$ cat config.mk
export PLATFORM = sky130hd
export DESIGN_NAME = dac_i2c_write_sequencer_unit
export DESIGN_NICKNAME = d
export VERILOG_FILES = /design/src/rtl/dws_pkg.sv /design/src/rtl/dws_seq_core.sv /design/src/rtl/dac_i2c_write_sequencer_unit.sv
export SDC_FILE = /design/constraint.sdc
export NUM_CORES = 1
export LEC_CHECK = 0
export ABC_AREA = 1
export BUFFER_PORTS_ARGS = -buffer_cell sky130_fd_sc_hd__buf_2
export CORE_MARGIN = 4
export CORE_UTILIZATION = 46
export DETAILED_ROUTE_END_ITERATION = 6
export PLACE_DENSITY_LB_ADDON = 0.25
export RECOVER_POWER = 100
export REMOVE_ABC_BUFFERS = 1
export SETUP_SLACK_MARGIN = 0.3
export SLEW_MARGIN = 0
export SYNTH_ARGS = -nofsm -noshare
export SYNTH_HDL_FRONTEND = slang
export SYNTH_HIERARCHICAL = 1
export SYNTH_SLANG_ARGS = --single-unit
$ cat constraint.sdc
create_clock -name clk -period 2.1 [get_ports clk]
set_clock_uncertainty 0.2 [all_clocks]
set_input_delay 0.21 -clock clk [delete_from_list [all_inputs] [get_ports clk]]
set_output_delay 0.21 -clock clk [all_outputs]
set_load 0.02 [all_outputs]
$ cat src/rtl/dws_pkg.sv
// Shared types and constants for the DAC I2C write sequencer.
// No dependencies; used by dws_seq_core and dac_i2c_write_sequencer_unit.
`default_nettype none

package dws_pkg;

	localparam int PhaseW = 7;
	localparam int FrameW = 24;

	// phase indexes of the 88-phase write
	localparam logic [PhaseW-1:0] PhStartData   = 7'd0;
	localparam logic [PhaseW-1:0] PhStartClk    = 7'd1;
	localparam logic [PhaseW-1:0] PhStartLow    = 7'd2;
	localparam logic [PhaseW-1:0] PhBodyFirst   = 7'd3;
	localparam logic [PhaseW-1:0] PhStopClkLow  = 7'd84;
	localparam logic [PhaseW-1:0] PhStopDataLow = 7'd85;
	localparam logic [PhaseW-1:0] PhStopClkHigh = 7'd86;
	localparam logic [PhaseW-1:0] PhLast        = 7'd87;

	// step within one bit slot
	localparam logic [1:0] SubClkLow  = 2'd0;
	localparam logic [1:0] SubData    = 2'd1;
	localparam logic [1:0] SubClkHigh = 2'd2;

	// slot within a byte: 0..7 data bits, then the ACK slot
	localparam logic [3:0] SlotAck = 4'd8;

	localparam logic [7:0] AdrBase = 8'h40;
	localparam logic [7:0] InsBase = 8'hF0;

	localparam logic [2:0] SubaddrReset = 3'd4;

	typedef struct packed {
		logic clock_line;
		logic data_line;
		logic busy;
		logic seq_end;
		logic refused;
	} result_t;

endpackage

`default_nettype wire

$ cat src/rtl/dws_seq_core.sv
// Phase sequencer: phase counter, frame shift register and line levels.
// Depends on dws_pkg. Advances one phase per accepted transaction while busy or on a start.
`default_nettype none

module dws_seq_core (
	input  wire logic            clk,
	input  wire logic            arst_n,
	input  wire logic            step,
	input  wire logic            op,
	input  wire logic [2:0]      dac_channel,
	input  wire logic [7:0]      dac_value,
	input  wire logic [2:0]      chip_subaddress,
	output dws_pkg::result_t     res
);

	logic [dws_pkg::PhaseW-1:0] phase_q, phase_n;
	logic [dws_pkg::FrameW-1:0] shift_q, shift_n, shift_src;
	logic [1:0]                 sub_q, sub_n;
	logic [3:0]                 slot_q, slot_n;
	logic                       clk_q, clk_n;
	logic                       dat_q, dat_n;
	logic                       busy, active;
	logic [7:0]                 adr_byte, ins_byte;

	assign busy     = (phase_q != '0);
	assign active   = busy | op;
	assign adr_byte = dws_pkg::AdrBase | {4'd0, chip_subaddress, 1'b0};
	assign ins_byte = dws_pkg::InsBase | {5'd0, dac_channel};
	assign shift_src = busy ? shift_q : {adr_byte, ins_byte, dac_value};

	always_comb begin
		phase_n = phase_q;
		shift_n = shift_q;
		sub_n   = sub_q;
		slot_n  = slot_q;
		clk_n   = clk_q;
		dat_n   = dat_q;
		if (active) begin
			shift_n = shift_src;
			if (phase_q == dws_pkg::PhLast) begin
				phase_n = '0;
			end else begin
				phase_n = phase_q + 7'd1;
			end
			if (phase_q < dws_pkg::PhBodyFirst) begin
				if (phase_q == dws_pkg::PhStartData) begin
					dat_n = 1'b1;
				end else if (phase_q == dws_pkg::PhStartClk) begin
					clk_n = 1'b1;
				end else begin
					dat_n = 1'b0;
				end
			end else if (phase_q < dws_pkg::PhStopClkLow) begin
				case (sub_q)
					dws_pkg::SubClkLow: begin
						clk_n = 1'b0;
						sub_n = dws_pkg::SubData;
					end
					dws_pkg::SubData: begin
						if (slot_q == dws_pkg::SlotAck) begin
							dat_n = 1'b1;   // released, ACK not sampled
						end else begin
							dat_n   = shift_src[dws_pkg::FrameW-1];
							shift_n = {shift_src[dws_pkg::FrameW-2:0], 1'b0};
						end
						sub_n = dws_pkg::SubClkHigh;
					end
					default: begin
						clk_n  = 1'b1;
						sub_n  = dws_pkg::SubClkLow;
						slot_n = (slot_q == dws_pkg::SlotAck) ? 4'd0 : slot_q + 4'd1;
					end
				endcase
			end else if (phase_q == dws_pkg::PhStopClkLow) begin
				clk_n = 1'b0;
			end else if (phase_q == dws_pkg::PhStopDataLow) begin
				dat_n = 1'b0;
			end else if (phase_q == dws_pkg::PhStopClkHigh) begin
				clk_n = 1'b1;
			end else begin
				dat_n = 1'b1;
			end
		end
	end

	always_ff @(posedge clk or negedge arst_n) begin
		if (!arst_n) begin
			phase_q <= '0;
			shift_q <= '0;
			sub_q   <= dws_pkg::SubClkLow;
			slot_q  <= '0;
			clk_q   <= 1'b0;
			dat_q   <= 1'b0;
		end else if (step) begin
			phase_q <= phase_n;
			shift_q <= shift_n;
			sub_q   <= sub_n;
			slot_q  <= slot_n;
			clk_q   <= clk_n;
			dat_q   <= dat_n;
		end
	end

	assign res.clock_line = clk_n;
	assign res.data_line  = dat_n;
	assign res.busy       = (phase_n != '0);
	assign res.seq_end    = active && (phase_q == dws_pkg::PhLast);
	assign res.refused    = busy & op;

	// bit-slot counters are back at rest whenever the sequencer is idle
	a_idle_slots: assert property (@(posedge clk) disable iff (!arst_n)
		(phase_q == '0) |-> (sub_q == dws_pkg::SubClkLow && slot_q == 4'd0))
		else $error("slot counters not at rest while idle");
	a_sub_range: assert property (@(posedge clk) disable iff (!arst_n)
		(sub_q != 2'd3) && (slot_q <= dws_pkg::SlotAck))
		else $error("slot counter out of range");
	a_phase_range: assert property (@(posedge clk) disable iff (!arst_n)
		phase_q <= dws_pkg::PhLast)
		else $error("phase counter out of range");

endmodule

`default_nettype wire

$ cat src/rtl/dac_i2c_write_sequencer_unit.sv
// DAC I2C write sequencer, top level: config register, sequencer, output skid.
// Depends on dws_pkg and dws_seq_core.
//
// Usage:
//   Input channel (in_valid/in_stall, op, dac_channel, dac_value): op=1 starts
//   a three-byte write to one DAC channel, op=0 is a tick advancing one line
//   phase while busy. A full write takes 88 transactions, the start counting as the first.
//   A start while busy is refused (start_refused=1) and acts as a tick.
//   Output channel (out_valid/out_stall): exactly one result per input
//   transaction: clock_line/data_line levels, busy_res, sequence_end on the
//   final stop phase, start_refused.
//   Each result is registered into the output register, or into the skid register
//   while the output register holds an untaken one; one transaction per cycle is sustained while out_stall stays low.
//   An output register plus a one-entry skid register part the channels, so
//   input is taken while a result waits; in_stall rises only once both hold
//   results, and nothing is lost or repeated while the receiver stalls.
//   cfg_write_en/cfg_write_data write chip_subaddress (reset 4); write it only
//   while idle, it is used at the next start.
//   Reset (arst_n low) clears the sequencer to idle with both lines low and
//   empties the output stages.
`default_nettype none

module dac_i2c_write_sequencer_unit (
	input  wire logic       clk,
	input  wire logic       arst_n,
	input  wire logic       cfg_write_en,
	input  wire logic [2:0] cfg_write_data,
	input  wire logic       in_valid,
	output logic            in_stall,
	input  wire logic       op,
	input  wire logic [2:0] dac_channel,
	input  wire logic [7:0] dac_value,
	output logic            out_valid,
	input  wire logic       out_stall,
	output logic            clock_line,
	output logic            data_line,
	output logic            busy_res,
	output logic            sequence_end,
	output logic            start_refused
);

	logic [2:0]        subaddr_q;
	logic              accept, take;
	dws_pkg::result_t  res;
	dws_pkg::result_t  out_res_q, skid_res_q;
	logic              out_valid_q, skid_valid_q;

	always_ff @(posedge clk or negedge arst_n) begin
		if (!arst_n) begin
			subaddr_q <= dws_pkg::SubaddrReset;
		end else if (cfg_write_en) begin
			subaddr_q <= cfg_write_data;
		end
	end

	assign accept = in_valid & ~skid_valid_q;
	assign take   = out_valid_q & ~out_stall;

	dws_seq_core u_core (
		.clk             (clk),
		.arst_n          (arst_n),
		.step            (accept),
		.op              (op),
		.dac_channel     (dac_channel),
		.dac_value       (dac_value),
		.chip_subaddress (subaddr_q),
		.res             (res)
	);

	always_ff @(posedge clk or negedge arst_n) begin
		if (!arst_n) begin
			out_valid_q  <= 1'b0;
			skid_valid_q <= 1'b0;
		end else if (skid_valid_q) begin
			if (take) begin
				skid_valid_q <= 1'b0;
			end
		end else if (accept) begin
			if (!out_valid_q || take) begin
				out_valid_q <= 1'b1;
			end else begin
				skid_valid_q <= 1'b1;
			end
		end else if (take) begin
			out_valid_q <= 1'b0;
		end
	end

	always_ff @(posedge clk) begin
		if (skid_valid_q) begin
			if (take) begin
				out_res_q <= skid_res_q;
			end
		end else if (accept) begin
			if (!out_valid_q || take) begin
				out_res_q <= res;
			end else begin
				skid_res_q <= res;
			end
		end
	end

	assign in_stall      = skid_valid_q;
	assign out_valid     = out_valid_q;
	assign clock_line    = out_res_q.clock_line;
	assign data_line     = out_res_q.data_line;
	assign busy_res      = out_res_q.busy;
	assign sequence_end  = out_res_q.seq_end;
	assign start_refused = out_res_q.refused;

	a_skid_behind_out: assert property (@(posedge clk) disable iff (!arst_n)
		skid_valid_q |-> out_valid_q)
		else $error("skid holds a transaction with output register empty");
	a_skid_fill_on_stall: assert property (@(posedge clk) disable iff (!arst_n)
		(!skid_valid_q && accept && out_valid_q && out_stall) |=> skid_valid_q)
		else $error("transaction lost while output stalled");
	a_end_not_busy: assert property (@(posedge clk) disable iff (!arst_n)
		(out_valid_q && out_res_q.seq_end) |-> !out_res_q.busy)
		else $error("sequence end reported while still busy");

endmodule

`default_nettype wire

# After elaboration in Yosys (flattened, before gate mapping)
# Cells that the tools add are included.
# totals
register_bits,54
inputBits,20
out_inout_bits,7
# classes
n_addsub,2
n_lt_le_gt_ge,2
eq_ne,9
mux,39
n_bitwise,9
reduce_logical,17
# ops
operator,n
$mux 24,5
$eq 7x7->1 const B,4
$mux 1,25
$mux 5,4
$mux 7,2
$reduce_bool 7->1,2
$reduce_and 3->1,3
$add 7x1->7 const B,1
$eq 7x1->1 const B,1
$logic_not 7->1,1
$lt 7x2->1 const B,1
$lt 7x7->1 const B,1
$reduce_bool 2->1,3
$not 1->1,5
$reduce_and 5->1,1
$add 4x1->4 const B,1
$eq 4x4->1 const B,1
$mux 4,1
$pmux 2 s2,1
$reduce_and 4->1,1
$and 1x1->1,3
$eq 2x1->1 const B,1
$logic_not 2->1,1
$ne 2x1->1 const B,1
8 further kinds,8

# Depth between registers and ports, before layout
# Gate-level depths: netlist of the first run.
# depth
ltp_word,10
depth_mapped,14

# Cells and area by module
# The synthesis of the first run kept the hierarchy.
# modules_own_cells
mod,n_inst,cells_each,area_each_um2,seq_area_each_um2
dws_seq_core,1,378,2585.0,975.9
dac_i2c_write_sequencer_unit,1,59,614.3,426.7

# Worst setup path before layout of the first run
# Ideal clock, no wire load.
# synth_path
kind,reg-to-reg
start,register u_core/phase_q[0] in the netlist's numbering
end,"register out_res_q (netlist bit busy_res), data pin"
arrival_time_ps,1609
required_time_ps,1648
path_slack_ps,39
stages_incl_launch_ff,14
path_buffers,0
synth_period_minus_slack_ps,2061
cell_sequence,dfrtp_1 inv_1 ha_1 inv_1 nor2_4 nand2_4 nor2_8 inv_1 nand3_1 nand2_1 nor2_1 nand3_1 nand2_1 nand2_1
# synth_rtl
item,line,source
start: declaration,dws_seq_core.sv:16,"logic [dws_pkg::PhaseW-1:0] phase_q, phase_n;"
start signal: assignment,dws_seq_core.sv:95,phase_q <= phase_n;
end signal: assignment,dac_i2c_write_sequencer_unit.sv:92,out_res_q <= skid_res_q;
end signal: assignment,dac_i2c_write_sequencer_unit.sv:96,out_res_q <= res;
end: declaration,dac_i2c_write_sequencer_unit.sv:45,"dws_pkg::result_t out_res_q, skid_res_q;"

# Worst setup path in the final report of the first run
# layout_path
start,register u_core/phase_q[1] in the netlist's numbering
end,register u_core/shift_q[13] in the netlist's numbering
# layout_via
elab_chain_len,6
elab_cells_between_ends,10
# layout_lines
item,line,source
$reduce_bool 7->1,dws_seq_core.sv:25,assign busy = (phase_q != '0);
$mux 24,dws_seq_core.sv:29,"assign shift_src = busy ? shift_q : {adr_byte, ins_byte, dac_value};"
$mux 24,dws_seq_core.sv:60,if (slot_q == dws_pkg::SlotAck) begin
$mux 24,dws_seq_core.sv:54,case (sub_q)
$mux 24,dws_seq_core.sv:53,end else if (phase_q < dws_pkg::PhStopClkLow) begin
$mux 24,dws_seq_core.sv:45,if (phase_q < dws_pkg::PhBodyFirst) begin
end signal: assignment,dws_seq_core.sv:96,shift_q <= shift_n;
end: declaration,dws_seq_core.sv:17,"logic [dws_pkg::FrameW-1:0] shift_q, shift_n, shift_src;"
# Parallel ways exist; a longest one is shown, timed or not.
# A chain may end at the register's enable or synchronous reset.

==> summary.md, run 1 <==
| Metric | Value |
|---|---|
| FF+latch count, synth | 54 |
| Smallest hold slack | 0.05889 ns |
| CP max FO | 5 |
| Crit path DAT | 2.04 ns |
| Worst Tran Pin Value | 1.133 ns |
| Global route overflow | 0 |
| Total leakage power | 2.239 nW |
| Die height | 91.40 um |
| Min-delay worst type | in2reg |
| MaxCap Viol Count | 0 |
| Layout Nets | 541 |
| Met2 routed WL | 4.259 mm |
| Root buffer cell | clkbuf_8 |
| Area Overhead vs Synth | 41.65% |
| RD Place Congestion | 0.8817 |
| Tot Pwr | 0.007717 W |
| Cell taking the most area after synthesis | dfrtp_1 |
| Req. time, crit path | 2.14 ns |
| CP startpoint kind | flip-flop |
| Area contributors post-synth | dfrtp_1, nand2_1, edfxtp_1 |
| Fill cells | 517 |
| RSZ-0062 raised after global routing | yes |
| Met1 wire length | 3.576 mm |
| Largest net degree at the start of global routing | 45 |
| Reg2reg start | u_core/phase_q[1] |
| Synth Cell Area | 0.003199 mm^2 |
| Hold Fails Final Rpt | 0 |
| Hold wc startpoint | dac_value[2] |
| First-pass GRT wire length | 12.06 mm |
| Vias | 3051 |
| Top-level I/O count | 27 |
| Min cycle time layout | 2.002 ns |
| Syn. warnings | 6 |
| R2R setup slack | 0.1 ns |
| Hold Path Depth | 5 |
| Detail Placement HPWL | 4.502 mm |
| Status | finished, final reports clean |
| Number of cells on the worst reg-to-reg path | 13 |
| Port Buffer Count | 26 |
| Worst setup EP type | flip-flop |
| Std-Cell Rows | 30 |
| TritonCTS buffer count | 5 |
| Setup CP Type | reg2reg |
| Worst r2r dst | u_core/shift_q[13] |
| Post-Syn Area per Cell | 7.321 um^2 |
| Vias in the first global route | 2755 |
| Starting density of the core | 0.4735 |
| Final Setup Violations | 0 |
| Vias per cell | 5.119 |
| Top sig layer | met4 |
| Slew margin rel. | 0.2449 |
| Fmax | 499.6 MHz |
| Met3 WL | 270 um |
| Antenna fix cells | 0 |
| Final worst path period share | 0.9532 |
| Post-synthesis sequential area ratio | 0.4384 |
| PD cells | 1703 mW/mm^2 |
| Drt initial violations | 163 |
| DP Worst Slack | 0.05556 ns |
| Clk buf depth | 2 |
| Depth of the CTS H-tree | 2 |
| DRC errors left | 0 |
| Worst Hold Path EP | u_core/shift_q[2] |
| Post-route ant nets | 0 |
| CTS clk-pin slew, worst paths | 0.10 ns |
| Worst-skew pair later-pin latency | 0.31 ns |
| Initial antenna violation count | 0 |
| Area fraction of the dominant cell type after synthesis | 0.3363 |
| Fin. max-slew vios | 0 |
| TritonCTS clock tree | yes |
| Core ar. | 0.006756 mm^2 |
| Worst Slack Setup Final | 0.09826 ns |
| Synth cell types | 27 |
| VDD IR max | 0.8795 mV |
| Die area | 0.008353 mm^2 |
| Clk sinks | 54 |
| GRT Overall Usage | 0.1743 |
| Final WL | 8.196 mm |
| Synth Instances | 437 |
| Routed wire length per instance | 13.75 um |
| Share of cells above drive strength 1 | 0.3779 |
| Detailed Routing Iterations Pass 1 | 4 |
| Die W | 91.40 um |
per-layer routing:
layer,GRT usage,vias up
li1,-,1515
met2,0.3007,69
met4,0.05025,0
met5,0,-
met1,0.2220,1458
met3,0.03148,9
state kept, by name (all words and copies together) (netlist names), 2 cells and up:
signal and count:
skid_res_q 5, subaddr_q 3, u_core/slot_q 4, u_core/sub_q 2, u_core/phase_q 7, u_core/shift_q 24
how the worst max path moves through the flow:
stage               cells past startpoint  slack (ns)            endpoint              start
floorplan                              13        -0.1            busy_res  u_core/phase_q[0]
global placement                       12        0.11           data_line   u_core/slot_q[0]
detailed placement                     13        0.06            busy_res  u_core/phase_q[1]
CTS                                    13        0.18           data_line  u_core/phase_q[0]
global route                           11       -0.02            busy_res  u_core/phase_q[0]
finish                                 13         0.1  u_core/shift_q[13]  u_core/phase_q[1]
synth_stat cells (all sizes together):
| library cell | instances |
|---|---|
| a21oi | 5 |
| o211ai | 1 |
| dfstp | 1 |
| o22ai | 1 |
| dfrtp | 43 |
| ha | 6 |
| nand3b | 1 |
| nor2 | 33 |
| nor3 | 2 |
| xor2 | 5 |
| buf | 15 |
| nand3 | 41 |
| nand2 | 189 |
| edfxtp | 10 |
| inv | 50 |
| o21ai | 34 |
stage by stage:
step	cell area, um^2	util	cells	setup TNS (ns)
4_1_cts	3849	0.5696	569	0
3_5_place_dp	3428	0.5074	541	0
5_1_grt	4532	0.6707	596	-0.02444
6_report	4532	0.6707	596	0
3_3_place_gp	3428	0.5074	541	0
2_1_floorplan	3088	-	422	-0.1181
cell families (layout without fill, tap and decap cells):
group | count (synthesis) | count (layout) | synth area share
xor+xnor | 5 | 5 | 0.01369
simple gates | 266 | 266 | 0.3657
flops | 54 | 54 | 0.4384
compound gates | 41 | 41 | 0.06531
buf+inv | 65 | 144 | 0.09347
fa+ha+maj | 6 | 6 | 0.02346
power breakdown:
part           switching [W]  internal (W)  total (W)
Combinational        0.00300       0.00214    0.00515
Clock               0.000345      0.000356   0.000702
Sequential          0.000305       0.00156    0.00187
Total                0.00365       0.00406    0.00772
cell type report:
class	count	area (um^2)	area share
sequential	54	1406	0.3103
timing repair inverter	2	17.52	0.003865
clock buffer	6	72.57	0.01601
timing repair buffer	84	726.9	0.1604
inverter	50	222.7	0.04914
clock inverter	2	37.54	0.008283
multi-input combinational	318	1948	0.4299
tap	80	100.1	0.02209
worst max-delay path: stages, from the launching register on:
cell and delay [ns]:
dfrtp_1 0.42, inv_2 0.11, ha_4 0.16, inv_4 0.04, nor2_4 0.09, nand2_4 0.10, nor2_8 0.14, buf_6 0.14
nor2_8 0.05, buf_12 0.15, inv_8 0.07, clkbuf_16 0.14, nand2_1 0.06, nand2_1 0.06
what timing repair did:
action / in CTS / in global routing
hold buffers: 10 / 0
buffers inserted: 10 / 20
endpoints found under the hold margin: 48 / 0
pin swaps: 14 / 64
gates cloned: 0 / 7
endpoints found under the setup margin: 42 / 41
gates resized for setup: 44 / 126
layout by cell type, fill, tap and decap left out, drive strengths merged:
cell type / n
dfrtp: 43
dlygate4sd3: 10
nor2: 33
o22ai: 1
nand2: 189
bufinv: 1
clkinv: 1
edfxtp: 10
o21ai: 34
ha: 6
nand3b: 1
a21oi: 5
clkinvlp: 1
clkbuf: 19
dfstp: 1
nand3: 41
o211ai: 1
nor3: 2
xor2: 5
inv: 51
buf: 61
Note: power is estimated with default switching activity, not from simulation.
==> inputs of run 2 (changes only) <==
--- a/config.mk
+++ b/config.mk
@@ -10,6 +10,7 @@
 export CORE_MARGIN = 4
 export CORE_UTILIZATION = 46
 export DETAILED_ROUTE_END_ITERATION = 6
+export HOLD_SLACK_MARGIN = 0.12
 export PLACE_DENSITY_LB_ADDON = 0.25
 export RECOVER_POWER = 100
 export REMOVE_ABC_BUFFERS = 1
==> run 2 against run 1 <==
Net effect:
- combinational power about the same
- sequential share of layout area fell by 0.68 points
- design area rose by 2.2%
- sequential power about the same
- non-clock buffer count up 12
- largest cell class unchanged
- final cell count up 2.0%
- largest power group unchanged
- first-iteration DRC count up 23%
==> summary.md, run 2 (same netlist as run 1, synthesis figures left out) <==
| Metric | Value |
|---|---|
| Status | finished, final reports clean |
| Smallest hold slack | 0.1844 ns (+0.1255 ns) |
| Largest net degree at the start of global routing | 45 (unchanged) |
| MaxCap Viol Count | 0 (unchanged) |
| Top Usage Layer GRT | met2 |
| TritonCTS clock tree | yes |
| Worst setup EP type | flip-flop |
| GRT Overall Usage | 0.1762 (+0.001931) |
| Buf+Inv Stages, Crit Path | 3 (-3) |
| Vias in the first global route | 2827 (+2.6%) |
| Vias | 3097 (+1.5%) |
| Die area | 0.008353 mm^2 (unchanged) |
| Max reg flops | 24 (unchanged) |
| VDD IR max | 0.9225 mV (+4.9%) |
| Worst-skew pair later-pin latency | 0.30 ns (about the same) |
| Share of cells above drive strength 1 | 0.3598 (-0.01806) |
| Depth of the CTS H-tree | 2 (unchanged) |
| Req. time, crit path | 2.11 ns (-0.03 ns) |
| Met1 Usage GRT | 0.2231 (+0.001055) |
| Critical path cell sequence | inv_2 > ha_4 > inv_4 > nor2_4 > nand2_4 > buf_4 > o21ai_1 > nand2_1 > nand3_1 > nand2_1 |
| Top Registers | u_core/shift_q (24), u_core/phase_q (7), skid_res_q (5) |
| PD cells | 1661 mW/mm^2 (-2.5%) |
| Fin. max-slew vios | 0 (unchanged) |
| Fmax | 499.2 MHz (about the same) |
| Met3 GRT Util | 0.03148 (unchanged) |
| Most common cell after layout, fill and taps aside | nand2_1 |
| CP max FO | 16 (+11) |
| Min-delay worst type | in2reg |
| Total leakage power | 2.285 nW (+2.1%) |
| Final worst path period share | 0.9540 (about the same) |
| Final Setup Violations | 0 (unchanged) |
| Most flop-heavy register | u_core/shift_q |
| Setup TNS | 0 ns (unchanged) |
| Top-level I/O count | 27 (unchanged) |
| Crit path DAT | 2.01 ns (-0.03 ns) |
| Hold Fails Final Rpt | 0 (unchanged) |
| CTS clk-pin slew, worst paths | 0.10 ns (about the same) |
| CP startpoint kind | flip-flop |
| RSZ-0062 raised after global routing | yes |
| Vias per cell | 5.094 (-0.50%) |
| Global route overflow | 0 (unchanged) |
| Port Buffer Count | 26 (unchanged) |
| Core ar. | 0.006756 mm^2 (unchanged) |
| Clk sinks | 54 (unchanged) |
| CP max stage delay | 0.42 ns (about the same) |
| Std-Cell Rows | 30 (unchanged) |
| Die height | 91.40 um (unchanged) |
| CP max stage cell | dfrtp_1 |
| Die W | 91.40 um (unchanged) |
| RD Place Congestion | 0.8817 (unchanged) |
| Root buffer cell | clkbuf_8 |
| First-pass GRT wire length | 12.23 mm (+1.4%) |
| Post-route ant nets | 0 (unchanged) |
| Starting density of the core | 0.4735 (unchanged) |
| Worst Tran Pin Value | 1.117 ns (-0.01529 ns) |
| Setup CP Type | reg2reg |
| TritonCTS buffer count | 5 (unchanged) |
| Min cycle time layout | 2.003 ns (+0.001629 ns) |
| Clk buf depth | 2 (unchanged) |
| Detail Placement HPWL | 4.502 mm (unchanged) |
| Routed wire length per instance | 13.59 um (-1.2%) |
| Most frequent cells in the layout | nand2_1, dfrtp_1, inv_1 |
| Detailed Routing Iterations Pass 1 | 5 (+1) |
| Antenna fix cells | 0 (unchanged) |
| DRC errors left | 0 (unchanged) |
| CP most frequent cell | nand2_1 |
| Drt initial violations | 200 (+23%) |
| Initial antenna violation count | 0 (unchanged) |
| Met2 Use GR | 0.3061 (+0.005478) |
| CP delay by family, top | simple AND/OR/NAND/NOR gates |
| Area Overhead vs Synth | 44.82% |
| Final WL | 8.261 mm (+0.79%) |
| Layout Nets | 553 (+2.2%) |
| Slew margin rel. | 0.2551 (+0.01019) |
run 2: path summary, 6_finish.rpt:
path	from	end	slack [ns]	depth (start not counted)
worst min-delay path	in_valid	clock_line	0.18	3
worst max-delay path	u_core/phase_q[1]	u_core/shift_q[4]	0.1	10
min in group asynchronous	arst_n	u_core/phase_q[6]	0.52	3
max in group asynchronous	arst_n	u_core/phase_q[5]	0.45	3
worst min register to register	u_core/shift_q[11]	u_core/shift_q[11]	0.28	2
worst max register to register	u_core/phase_q[1]	u_core/shift_q[4]	0.1	10
run 2: worst reg2reg max path: stages, from the launching register on:
cell and delay, ns:
dfrtp_1 0.42, inv_2 0.11, ha_4 0.16, inv_4 0.04
nor2_4 0.09, nand2_4 0.10, buf_4 0.21, o21ai_1 0.29
nand2_1 0.13, nand3_1 0.11, nand2_1 0.05
run 2: through the flow:
step | power (W) | utilization | area, um^2 | setup slack [ns] | cells
after floorplan | 0.004089 | - | 3088 | -0.09688 | 422
after global placement | 0.004864 | 0.5074 | 3428 | 0.1131 | 541
after detailed placement | 0.004930 | 0.5074 | 3428 | 0.05556 | 541
after CTS | 0.006076 | 0.5874 | 3969 | 0.1832 | 581
after global routing | 0.008274 | 0.6857 | 4633 | -0.02733 | 608
final | 0.007695 | 0.6857 | 4633 | 0.09663 | 608
run 2: metal layers:
metal / share of wire / vias up
li1: - / 1546
met1: 0.43 / 1461
met2: 0.52 / 79
met3: 0.039 / 11
met4: 0.013 / 0
met5: 0 / -
run 2: timing repair:
action	4_1_cts	5_1_grt
hold buffers	22	0
endpoints found under the setup margin	42	41
resized for setup	44	121
pin swaps	14	62
endpoints found under the hold margin	60	0
gates cloned	0	7
setup buffers	10	20
run 2: power breakdown:
group	internal, W	leakage, nW	total, W	switching [W]
sequential	0.00156	0.641	0.00187	0.000301
combinational	0.00214	1.59	0.00512	0.00298
clock	0.000356	0.0514	0.000708	0.000351
run 2: cell type report:
cell class	instances	area, um^2
clock buffer	6	72.57
inverter	50	222.7
multi-input combinational	318	1932
fill	506	2123
timing repair inverter	2	15.01
sequential	54	1406
clock inverter	2	37.54
timing repair buffer	96	847.1
tap	80	100.1
